### src/rtl/ddvb_pkg.sv
// Shared types, constants and saturation helpers of the voxel backprojector.
package ddvb_pkg;

  localparam int DET_COLS_DEF = 512;
  localparam int DET_ROWS_DEF = 512;
  localparam int STORE_DEPTH  = 262144;
  localparam int ADDR_W       = 18;
  localparam int DATA_W       = 32;
  localparam int SUM_W        = 48;
  localparam int ACC_W        = 58;
  localparam int BIN_W        = 52;
  localparam int DIV_W        = 64;
  localparam int DVS_W        = 33;
  localparam int OPND_W       = 33;
  localparam int PROD_W       = 66;
  localparam int WID_W        = 18;
  localparam int CFG_IDX_W    = 3;

  localparam logic signed [31:0] HALF_Q16 = 32'sd32768;
  localparam logic signed [31:0] ONE_Q30  = 32'sd1073741824;

  typedef enum logic [CFG_IDX_W-1:0] {
    CFG_SIN_PHI    = 3'd0,
    CFG_COS_PHI    = 3'd1,
    CFG_SRC_DET    = 3'd2,
    CFG_SRC_AXIS   = 3'd3,
    CFG_COL_PITCH  = 3'd4,
    CFG_COL_OFFSET = 3'd5,
    CFG_ROW_PITCH  = 3'd6,
    CFG_ROW_OFFSET = 3'd7
  } cfg_reg_t;

  typedef enum logic [4:0] {
    OP_NONE,
    OP_LOAD,
    OP_CAPTURE,
    OP_ROT_MUL,
    OP_ROT_FIN,
    OP_POINT,
    OP_MUL_Y,
    OP_DIV_Y,
    OP_REC_Y,
    OP_MUL_Z,
    OP_DIV_Z,
    OP_REC_Z,
    OP_BIN_DIV,
    OP_BIN_REC,
    OP_WALK_INIT,
    OP_COL_INIT,
    OP_ROW_READ,
    OP_ROW_W,
    OP_ROW_MUL,
    OP_ROW_ACC,
    OP_COL_NEXT,
    OP_FINISH,
    OP_FINISH_ZERO
  } op_t;

  typedef struct packed {
    op_t        op;
    logic [2:0] idx;
  } cmd_t;

  typedef struct packed {
    logic pitch_zero;
    logic den_bad;
    logic div_busy;
    logic col_go;
    logic row_go;
  } status_t;

  function automatic logic signed [31:0] sat32(input logic signed [71:0] v);
    logic signed [71:0] hi;
    logic signed [71:0] lo;
    hi = 72'sd2147483647;
    lo = -72'sd2147483648;
    if (v > hi) begin
      return 32'sh7fffffff;
    end else if (v < lo) begin
      return 32'sh80000000;
    end
    return v[31:0];
  endfunction

  function automatic logic signed [SUM_W-1:0] sat48(input logic signed [ACC_W-1:0] v);
    logic signed [ACC_W-1:0] hi;
    logic signed [ACC_W-1:0] lo;
    hi = ACC_W'(48'sh7fffffffffff);
    lo = ACC_W'(48'sh800000000000);
    if (v > hi) begin
      return 48'sh7fffffffffff;
    end else if (v < lo) begin
      return 48'sh800000000000;
    end
    return v[SUM_W-1:0];
  endfunction

endpackage

### src/rtl/ddvb_ctrl.sv
// Sequencer that steps the datapath through one voxel.
module ddvb_ctrl (
  input  logic              clk,
  input  logic              rst,
  input  logic              in_valid,
  input  logic              operation,
  input  logic              out_stall,
  input  ddvb_pkg::status_t status,
  output logic              in_stall,
  output logic              out_valid,
  output ddvb_pkg::cmd_t    cmd
);

  typedef enum logic [4:0] {
    S_IDLE, S_START, S_ROT, S_ROT_FIN, S_PT, S_PT_CHK,
    S_MUL_Y, S_DIV_Y, S_WAIT_Y, S_REC_Y, S_MUL_Z, S_DIV_Z, S_WAIT_Z, S_REC_Z,
    S_BIN_DIV, S_BIN_WAIT, S_BIN_REC, S_WALK_INIT, S_COL, S_COL_INIT,
    S_ROW, S_ROW_READ, S_ROW_W, S_ROW_MUL, S_ROW_ACC, S_DONE
  } state_t;

  state_t     state;
  logic [2:0] k;
  logic       zero;
  logic       slot_free;

  assign in_stall  = (state != S_IDLE);
  assign slot_free = !out_valid || !out_stall;

  always_comb begin
    cmd.idx = k;
    cmd.op  = ddvb_pkg::OP_NONE;
    unique case (state)
      S_IDLE: begin
        if (in_valid) begin
          cmd.op = operation ? ddvb_pkg::OP_CAPTURE : ddvb_pkg::OP_LOAD;
        end
      end
      S_ROT:       cmd.op = ddvb_pkg::OP_ROT_MUL;
      S_ROT_FIN:   cmd.op = ddvb_pkg::OP_ROT_FIN;
      S_PT:        cmd.op = ddvb_pkg::OP_POINT;
      S_MUL_Y:     cmd.op = ddvb_pkg::OP_MUL_Y;
      S_DIV_Y:     cmd.op = ddvb_pkg::OP_DIV_Y;
      S_REC_Y:     cmd.op = ddvb_pkg::OP_REC_Y;
      S_MUL_Z:     cmd.op = ddvb_pkg::OP_MUL_Z;
      S_DIV_Z:     cmd.op = ddvb_pkg::OP_DIV_Z;
      S_REC_Z:     cmd.op = ddvb_pkg::OP_REC_Z;
      S_BIN_DIV:   cmd.op = ddvb_pkg::OP_BIN_DIV;
      S_BIN_REC:   cmd.op = ddvb_pkg::OP_BIN_REC;
      S_WALK_INIT: cmd.op = ddvb_pkg::OP_WALK_INIT;
      S_COL_INIT:  cmd.op = ddvb_pkg::OP_COL_INIT;
      S_ROW: begin
        if (!status.row_go) begin
          cmd.op = ddvb_pkg::OP_COL_NEXT;
        end
      end
      S_ROW_READ:  cmd.op = ddvb_pkg::OP_ROW_READ;
      S_ROW_W:     cmd.op = ddvb_pkg::OP_ROW_W;
      S_ROW_MUL:   cmd.op = ddvb_pkg::OP_ROW_MUL;
      S_ROW_ACC:   cmd.op = ddvb_pkg::OP_ROW_ACC;
      S_DONE: begin
        if (slot_free) begin
          cmd.op = zero ? ddvb_pkg::OP_FINISH_ZERO : ddvb_pkg::OP_FINISH;
        end
      end
      default:     cmd.op = ddvb_pkg::OP_NONE;
    endcase
  end

  always_ff @(posedge clk) begin
    if (rst) begin
      state     <= S_IDLE;
      k         <= '0;
      zero      <= 1'b0;
      out_valid <= 1'b0;
    end else begin
      if (out_valid && !out_stall) begin
        out_valid <= 1'b0;
      end
      unique case (state)
        S_IDLE: begin
          if (in_valid && operation) begin
            state <= S_START;
          end
        end
        S_START: begin
          k    <= '0;
          zero <= status.pitch_zero;
          state <= status.pitch_zero ? S_DONE : S_ROT;
        end
        S_ROT: begin
          k <= k + 1'b1;
          if (k == 3'd3) begin
            state <= S_ROT_FIN;
          end
        end
        S_ROT_FIN: begin
          k     <= '0;
          state <= S_PT;
        end
        S_PT:     state <= S_PT_CHK;
        S_PT_CHK: begin
          // point at or behind the source: result is zero
          if (status.den_bad) begin
            zero  <= 1'b1;
            state <= S_DONE;
          end else begin
            state <= S_MUL_Y;
          end
        end
        S_MUL_Y:  state <= S_DIV_Y;
        S_DIV_Y:  state <= S_WAIT_Y;
        S_WAIT_Y: begin
          if (!status.div_busy) begin
            state <= S_REC_Y;
          end
        end
        S_REC_Y:  state <= S_MUL_Z;
        S_MUL_Z:  state <= S_DIV_Z;
        S_DIV_Z:  state <= S_WAIT_Z;
        S_WAIT_Z: begin
          if (!status.div_busy) begin
            state <= S_REC_Z;
          end
        end
        S_REC_Z: begin
          if (k == 3'd5) begin
            k     <= '0;
            state <= S_BIN_DIV;
          end else begin
            k     <= k + 1'b1;
            state <= S_PT;
          end
        end
        S_BIN_DIV:  state <= S_BIN_WAIT;
        S_BIN_WAIT: begin
          if (!status.div_busy) begin
            state <= S_BIN_REC;
          end
        end
        S_BIN_REC: begin
          if (k == 3'd3) begin
            state <= S_WALK_INIT;
          end else begin
            k     <= k + 1'b1;
            state <= S_BIN_DIV;
          end
        end
        S_WALK_INIT: state <= S_COL;
        S_COL:       state <= status.col_go ? S_COL_INIT : S_DONE;
        S_COL_INIT:  state <= S_ROW;
        S_ROW:       state <= status.row_go ? S_ROW_READ : S_COL;
        S_ROW_READ:  state <= S_ROW_W;
        S_ROW_W:     state <= S_ROW_MUL;
        S_ROW_MUL:   state <= S_ROW_ACC;
        S_ROW_ACC:   state <= S_ROW;
        S_DONE: begin
          if (slot_free) begin
            out_valid <= 1'b1;
            state     <= S_IDLE;
          end
        end
        default:     state <= S_IDLE;
      endcase
    end
  end

endmodule

### config.mk
export PLATFORM = sky130hd
export DESIGN_NAME = ddvb_ctrl
export DESIGN_NICKNAME = d
export VERILOG_FILES = /design/src/rtl/ddvb_pkg.sv /design/src/rtl/ddvb_ctrl.sv
export SDC_FILE = /design/constraint.sdc
export NUM_CORES = 1
export LEC_CHECK = 0
export ABC_AREA = 1
export BUFFER_PORTS_ARGS = -buffer_cell sky130_fd_sc_hd__buf_4
export CAP_MARGIN = 20
export CORE_MARGIN = 8
export CORE_UTILIZATION = 59
export DETAILED_ROUTE_END_ITERATION = 8
export PLACE_DENSITY = 0.84
export SYNTH_ARGS = -nofsm -noshare
export SYNTH_HDL_FRONTEND = slang
export SYNTH_SLANG_ARGS = --single-unit
### constraint.sdc
create_clock -name clk -period 4 [get_ports clk]
set_clock_uncertainty 0.1 [all_clocks]
set_input_delay 1.2 -clock clk [delete_from_list [all_inputs] [get_ports clk]]
set_output_delay 1.2 -clock clk [all_outputs]
set_load 0.02 [all_outputs]
* Yosys cells after proc, flatten, opt, wreduce, memory -nomap -nowiden
Cells that the tools add are included.
** Storage, ports and cells
- Latch bits :: 0
- Memories kept :: 0
- Bits in read-only memories :: 0
- Output and inout port bits :: 10
- Flip-flop bits (word level) :: 10
- Memory bits (writable) :: 0
** Operators by class
- Multiplexer cells :: 27
- Order comparisons :: 0
- Divide/modulo/power cells :: 0
- Shifts and indexed selects :: 0
- Reduce and logical (&&, ||, !) cells :: 14
- Bitwise logic cells :: 0
- Add/subtract/negate cells :: 1
- Multipliers :: 0
- Equality and inequality tests :: 35
** Operators by type and width (count)
- 5-bit case mux with 25 select lines :: 1
- 5-bit case mux with 20 select lines :: 1
- 5-bit two-way mux :: 11
- 5-bit equality test, second input constant :: 10
- 5-bit by 4-bit equality test with 1-bit output, second input constant :: 8
- 5-bit by 3-bit equality test with 1-bit output, second input constant :: 4
- 2-bit != test, second input constant :: 8
- 3-bit case mux with 4 select lines :: 1
- 5-bit by 2-bit equality test with 1-bit output, second input constant :: 2
- 3-bit two-way mux :: 3
- 4-bit two-way mux :: 2
- 2-bit two-way mux :: 3
- 6-bit AND reduction :: 1
- 5-bit by 1-bit equality test with 1-bit output, second input constant :: 1
- 5-bit zero test :: 1
- 5-bit nonzero test :: 1
- 1-bit two-way mux :: 4
- 2-bit AND reduction :: 2
- 4-bit nonzero test :: 1
- 2-bit OR reduction :: 2
- 3-bit by 1-bit adder with 3-bit output, second input constant :: 1
- 3-bit by 2-bit equality test with 1-bit output, second input constant :: 1
- 3-bit equality test, second input constant :: 1
- 1-bit logical AND :: 2
- other kinds (4) :: 5

* Depth between registers and ports, before layout
Gate-level depths: netlist of the first run.
- Depth in word-level cells :: 5
- Mapped depth :: 11
- Mapped depth without buffers :: 11

* Worst setup path after synthesis of the first run
Ideal clock, no wire load.
- Path kind :: input port to output port
- Start point :: input port out_stall
- End point :: output port cmd[4] (netlist name)
- Path buffers :: 0
- Cell stages on the path :: 3
- Setup slack :: 0.968 ns
- Data arrival time :: 1.732 ns
- Cell sequence :: nand2_1 -> nand2_1 -> o211ai_1
** RTL lines
- start: declaration :: line ddvb_ctrl.sv:7 : input logic out_stall,
- end: declaration :: line ddvb_ctrl.sv:11 : output ddvb_pkg::cmd_t cmd

==> results of run 1 <==
==> report_power, final <==
| part | switching (mW) | internal (mW) |
|---|---|---|
| combinational | 0.308 | 0.157 |
| sequential | 0.0398 | 0.129 |
| clock | 0.0361 | 0.0553 |
==> critical path, delay by kind of cell (launching register included) <==
family,cells,cell delay (ns)
DFF,1,0.60
AOI/OAI and AO/OA,1,0.18
and+or+nand+nor,2,0.47
buffers and inverters,2,0.37
==> metrics by stage <==
step                      worst slack (ns)  cells  power (mW)  hold WS [ns]
after global routing                 0.684    241       0.774         0.447
after detailed placement             0.877    237       0.626         0.406
after global placement               0.905    237       0.603         0.376
after CTS                            0.826    241       0.718         0.415
final                                0.810    241       0.725         0.415
after floorplan                      0.968    195       0.472         0.363
==> per-layer routing <==
| layer | vias up | wire (µm) | share of wire | GRT usage |
|---|---|---|---|---|
| met5 | - | 0 | 0 | 0 |
| met4 | 0 | 91 | 0.027 | 0.0979 |
| met3 | 12 | 288 | 0.086 | 0.0283 |
| met2 | 87 | 1650 | 0.50 | 0.359 |
| met1 | 575 | 1300 | 0.39 | 0.215 |
| li1 | 680 | - | - | - |
==> cells in the final DEF (no fill, tap or decap) <==
cell type  count
clkbuf_8       1
and3_1         1
or2_0          1
nor2_1        32
o31ai_1        1
inv_1         27
a21oi_1       12
ha_1           3
buf_4         19
nand3_1       15
o211ai_1       2
nand4_1        7
dfxtp_1       10
nor2_2         1
nand2_1       57
o21ai_1        1
nor3_2         1
o21ai_0       10
or2_2          1
nand3_2        2
a211oi_1       1
inv_2          1
o21a_1         1
nor3_1         1
a31oi_1        3
nor2_4         2
clkbuf_4       3
==> registers in the layout, summed over array words and instances (netlist names) <==
name       count
state          5
zero           1
k              3
out_valid      1
==> path summary, 6_finish.rpt <==
kind | startpoint | endpoint | slack, ns
worst min register to register | zero$_SDFFE_PP0P_ | zero$_SDFFE_PP0P_ | 0.42
worst min-delay path | zero$_SDFFE_PP0P_ | zero$_SDFFE_PP0P_ | 0.42
worst max-delay path | state[4]$_SDFFE_PP0P_ | cmd[4] | 0.81
worst max register to register | state[4]$_SDFFE_PP0P_ | state[2]$_SDFFE_PP0P_ | 2.02
==> layout make-up <==
type / instances / area [µm²] / area share
Multi-Input combinational cell: 155 / 744 / 0.591
Tap cell: 25 / 31.3 / 0.0248
Timing Repair Buffer: 19 / 143 / 0.113
Inverter: 28 / 105 / 0.0834
Clock buffer: 4 / 36.3 / 0.0288
Sequential cell: 10 / 200 / 0.159
==> cells by family (layout without fill, tap and decap cells) <==
group	count (synthesis)	after routing	share of synthesized area
AND/OR/NAND/NOR	121	121	0.505
AO/OA/AOI/OAI	31	31	0.162
buffers and inverters	30	51	0.110
flip-flops	10	10	0.189
adder cells (fa/ha/maj)	3	3	0.0354
==> flow_summary.ini, run 1 <==
[timing]
worst_slew_pin_slew_ns = 0.457
fmax_mhz = 313
slew_violations = 0
finalHoldViolCount = 0
slew_headroom = 0.695
post-route-min-period_ns = 3.19
timing.setup.tns_ns = 0
rsz0062_at_grt = no
final.period_utilization = 0.798
finalSetupViolCount = 0

[clock_network]
clk_pin_slew_worst_paths_ns = 0.07
cts_tree = built
root_buffer = clkbuf_4
post_cts.repair.setup_buffers = 0
clk_latency_ns = 0.27
cts_buffers = 3
cts.repair.resized = 0
htreeDepth = 1
cts_hold_buf = 0
clk_path_buf_depth = 2
cts_sinks = 10

[hold_path]
min_path_cells = 2
min_path_type = flip-flop to flip-flop

[critical_path]
max_stage_delay_ns = 0.60
arrival_ns = 1.89
worstSetupStartpointType = flip-flop
slowest_stage = dfxtp_1
crit_path_end_kind = primary output
critical_path_required_ns = 2.70
worstPathMaxFanout = 10
path_cells = inv_2 > nor3_2 > nand2_1 > o211ai_1 > buf_4
critPathKind = flip-flop to primary output
worstRegToRegCells = 7

[placed_design]
dp_hpwl_mm = 2.74
placement.io_buffers = 19
gp_congestion = 0.990
dpl_cell_area_um2 = 1220

[route]
drt-pass1-iter-count = 5
drtIter0Drc = 101
via_per_inst = 5.62
wl_per_cell_um = 13.8
routed_wirelength_mm = 3.33
drcViolationCount = 0
antenna_left = 0
vias = 1354

[synthesis]
synth_top_area_frac = 0.202
synth_warnings = 0
synth_area_um2 = 1060
synthDistinctLibCells = 26
ys_top_cells_by_count = nand2_1 (57), nor2_1 (32), inv_1 (27), nand3_1 (15), a21oi_1 (12)
synth_area_leaders = nand2_1 (20%), dfxtp_1 (19%), nor2_1 (11%)
syn_nets = 208
synth_largest_area_cell = nand2_1
synth_ff_type = dfxtp_1
postSynthCellCount = 195
avgSynthCellArea_um2 = 5.44
synth_edf_count = 0
synth_seq_cells = 10
synth_seq_area_share = 0.189
async_flop_share = 0
yosysMostFrequentCell = nand2_1

[die]
row_count = 15
core_area_um2 = 1710
chipHeight_um = 58.4
die_area_um2 = 3410
start_util = 0.621
io_pins = 20
fp.dieW_um = 58.4

[final_layout]
diodes = 0
utilization = 0.738
drive_above_1_share = 0.144
final_cell_area_um2 = 1260
nFillCells = 141
num-nets-final = 230
syn_to_final_growth_pct = 18.8

[global_route]
grt_max_degree = 11
antenna_found_initial = 0
globalRoute.totalOverflow = 0
grt_pass1_vias = 1286
grt_use_total = 0.197
grt_pass1_wl_mm = 5.37

[power_and_ir_drop]
powerDensity_nw_per_um2 = 576
leakage_nw = 0.697
ir_drop_mv = 0.529

[run_status]
status = completed

[job]
max-cap-violations = 0
(Power assumes the default switching activity.)
==> run 2, diff against run 1 <==
--- a/config.mk
+++ b/config.mk
@@ -9,9 +9,9 @@
 export BUFFER_PORTS_ARGS = -buffer_cell sky130_fd_sc_hd__buf_4
 export CAP_MARGIN = 20
 export CORE_MARGIN = 8
-export CORE_UTILIZATION = 59
+export CORE_UTILIZATION = 49
 export DETAILED_ROUTE_END_ITERATION = 8
-export PLACE_DENSITY = 0.84
+export PLACE_DENSITY = 0.75
 export SYNTH_ARGS = -nofsm -noshare
 export SYNTH_HDL_FRONTEND = slang
 export SYNTH_SLANG_ARGS = --single-unit
==> constraint.sdc (replaced) <==
create_clock -name clk -period 2.6 [get_ports clk]
set_clock_uncertainty 0.1 [all_clocks]
set_input_delay 0.78 -clock clk [delete_from_list [all_inputs] [get_ports clk]]
set_output_delay 0.78 -clock clk [all_outputs]
set_load 0.02 [all_outputs]
==> run 2 against run 1 <==
Net effect:
- clock power rose by 45%
- hold slack got worse by 0.021 ns
- non-clock buffer count rose by 4
- global-route usage fell by 2.3 points
- sequential share of layout area barely moved
- core utilization down 11 points
- routed wire length increased by 7.1%
- sequential power increased by 61%
- design area up 5.5%
- largest cell class unchanged
- highest routed layer unchanged
- die area is 15% higher
- critical path depth up 3
==> flow_summary.ini, run 2 (synthesis gave the netlist of run 1 again) <==
[power_and_ir_drop]
power_mw = 1.15
ir_drop_mv = 0.599
powerDensity_nw_per_um2 = 868
leakage_nw = 0.734

[final_layout]
final_cell_mix = nand2_1 (55), nor2_1 (29), inv_1 (26)
diodes = 0
syn_to_final_growth_pct = 25.2
largest_reg_flops = 5
final_common_cell = nand2_1
nFillCells = 227
regMostFlops = state
num-nets-final = 234
drive_above_1_share = 0.209
instances_no_fill = 248
reg_top3 = state: 5 flops, k: 3 flops

[die]
io_pins = 20
start_util = 0.499
fp.dieW_um = 62.5
row_count = 17
die_area_um2 = 3910
core_area_um2 = 2130
chipHeight_um = 62.5

[route]
antenna_left = 0
drt-pass1-iter-count = 5
drtIter0Drc = 107
vias = 1412
routed_wirelength_mm = 3.57
wl_per_cell_um = 14.4
via_per_inst = 5.69
drcViolationCount = 0

[timing]
worst_slew_pin_slew_ns = 0.308
finalSetupViolCount = 0
timing.setup.tns_ns = 0
slew_headroom = 0.795
rsz0062_at_grt = no
fmax_mhz = 400
final.period_utilization = 0.961
slew_violations = 0
finalHoldViolCount = 0
worst_hold_slack_ns = 0.394
fin_ws_ns = 0.102
post-route-min-period_ns = 2.50

[placed_design]
dp_hpwl_mm = 2.89
gp_congestion = 1.01
placement.io_buffers = 19
place_ws_ns = 0.144
placed_cells = 242

[clock_network]
cts_buffers = 3
root_buffer = clkbuf_4
cts_tree = built
clk_path_buf_depth = 2
htreeDepth = 1
cts_sinks = 10
clk_pin_slew_worst_paths_ns = 0.06
clk_latency_ns = 0.25

[critical_path]
critical_path_required_ns = 1.72
arrival_ns = 1.62
crit_path_end_kind = primary output
worstSetupStartpointType = flip-flop
worstPathMaxFanout = 4
critPathKind = flip-flop to primary output

[job]
max-cap-violations = 0

[global_route]
grt_pass1_wl_mm = 5.79
grt_use_total = 0.174
grt_pass1_vias = 1339
grt_max_degree = 11
globalRoute.totalOverflow = 0
antenna_found_initial = 0

[hold_path]
min_path_type = flip-flop to flip-flop

[run_status]
status = completed
## run 2: cell types whose count changed in the layout (fill, tap and decap cells not counted), sizes merged
cell  before  now
buf       19   23
## run 2: worst paths after layout
check	to	slack, ns	from	depth (start not counted)
setup / recovery	cmd[4]	0.10	state[2]$_SDFFE_PP0P_	8
hold / removal	zero$_SDFFE_PP0P_	0.39	zero$_SDFFE_PP0P_	2
setup reg to reg	state[4]$_SDFFE_PP0P_	0.83	state[0]$_SDFFE_PP0P_	8
hold reg to reg	zero$_SDFFE_PP0P_	0.39	zero$_SDFFE_PP0P_	2
## run 2: final cells by class
type                       instances  area [µm²]  share of cell area
clock buffer                       4        36.3              0.0273
inverter                          28         105              0.0791
multi-input combinational        155         768               0.578
sequential                        10         211               0.159
tap                               28        35.0              0.0264
timing repair buffer              23         173               0.130
## run 2: stage by stage
| stage | cell area, µm² | util |
|---|---|---|
| finish | 1330 | 0.625 |
| global route | 1330 | 0.625 |
| CTS | 1280 | 0.604 |
| detailed placement | 1240 | 0.584 |
| global placement | 1240 | 0.584 |
| floorplan | 1060 | - |
## run 2: layer usage
layer | global-route usage | vias up | part of all wire
met2 | 0.291 | 82 | 0.48
met5 | 0 | - | 0
met1 | 0.199 | 625 | 0.40
li1 | - | 691 | -
met3 | 0.0358 | 14 | 0.089
met4 | 0.103 | 0 | 0.032
## run 2: timing repair
action / 4_1_cts / 5_1_grt
buffers inserted: 0 / 2
cloned: 0 / 0
hold buffers: 0 / 0
pin swaps: 0 / 2
setup endpoints to repair: 4 / 4
gates resized for setup: 3 / 12
## run 2: worst max-delay path: stages (launching register included)
cell	delay [ns]
dfxtp_2	0.37
inv_1	0.09
nand2_2	0.11
inv_1	0.08
nand2_1	0.13
nand4_1	0.11
a31oi_1	0.16
o211ai_1	0.12
buf_4	0.18
## run 2: report_power, final
part	internal [mW]	switching, mW
Clock	0.0848	0.0485
Sequential	0.203	0.0675
Combinational	0.266	0.483
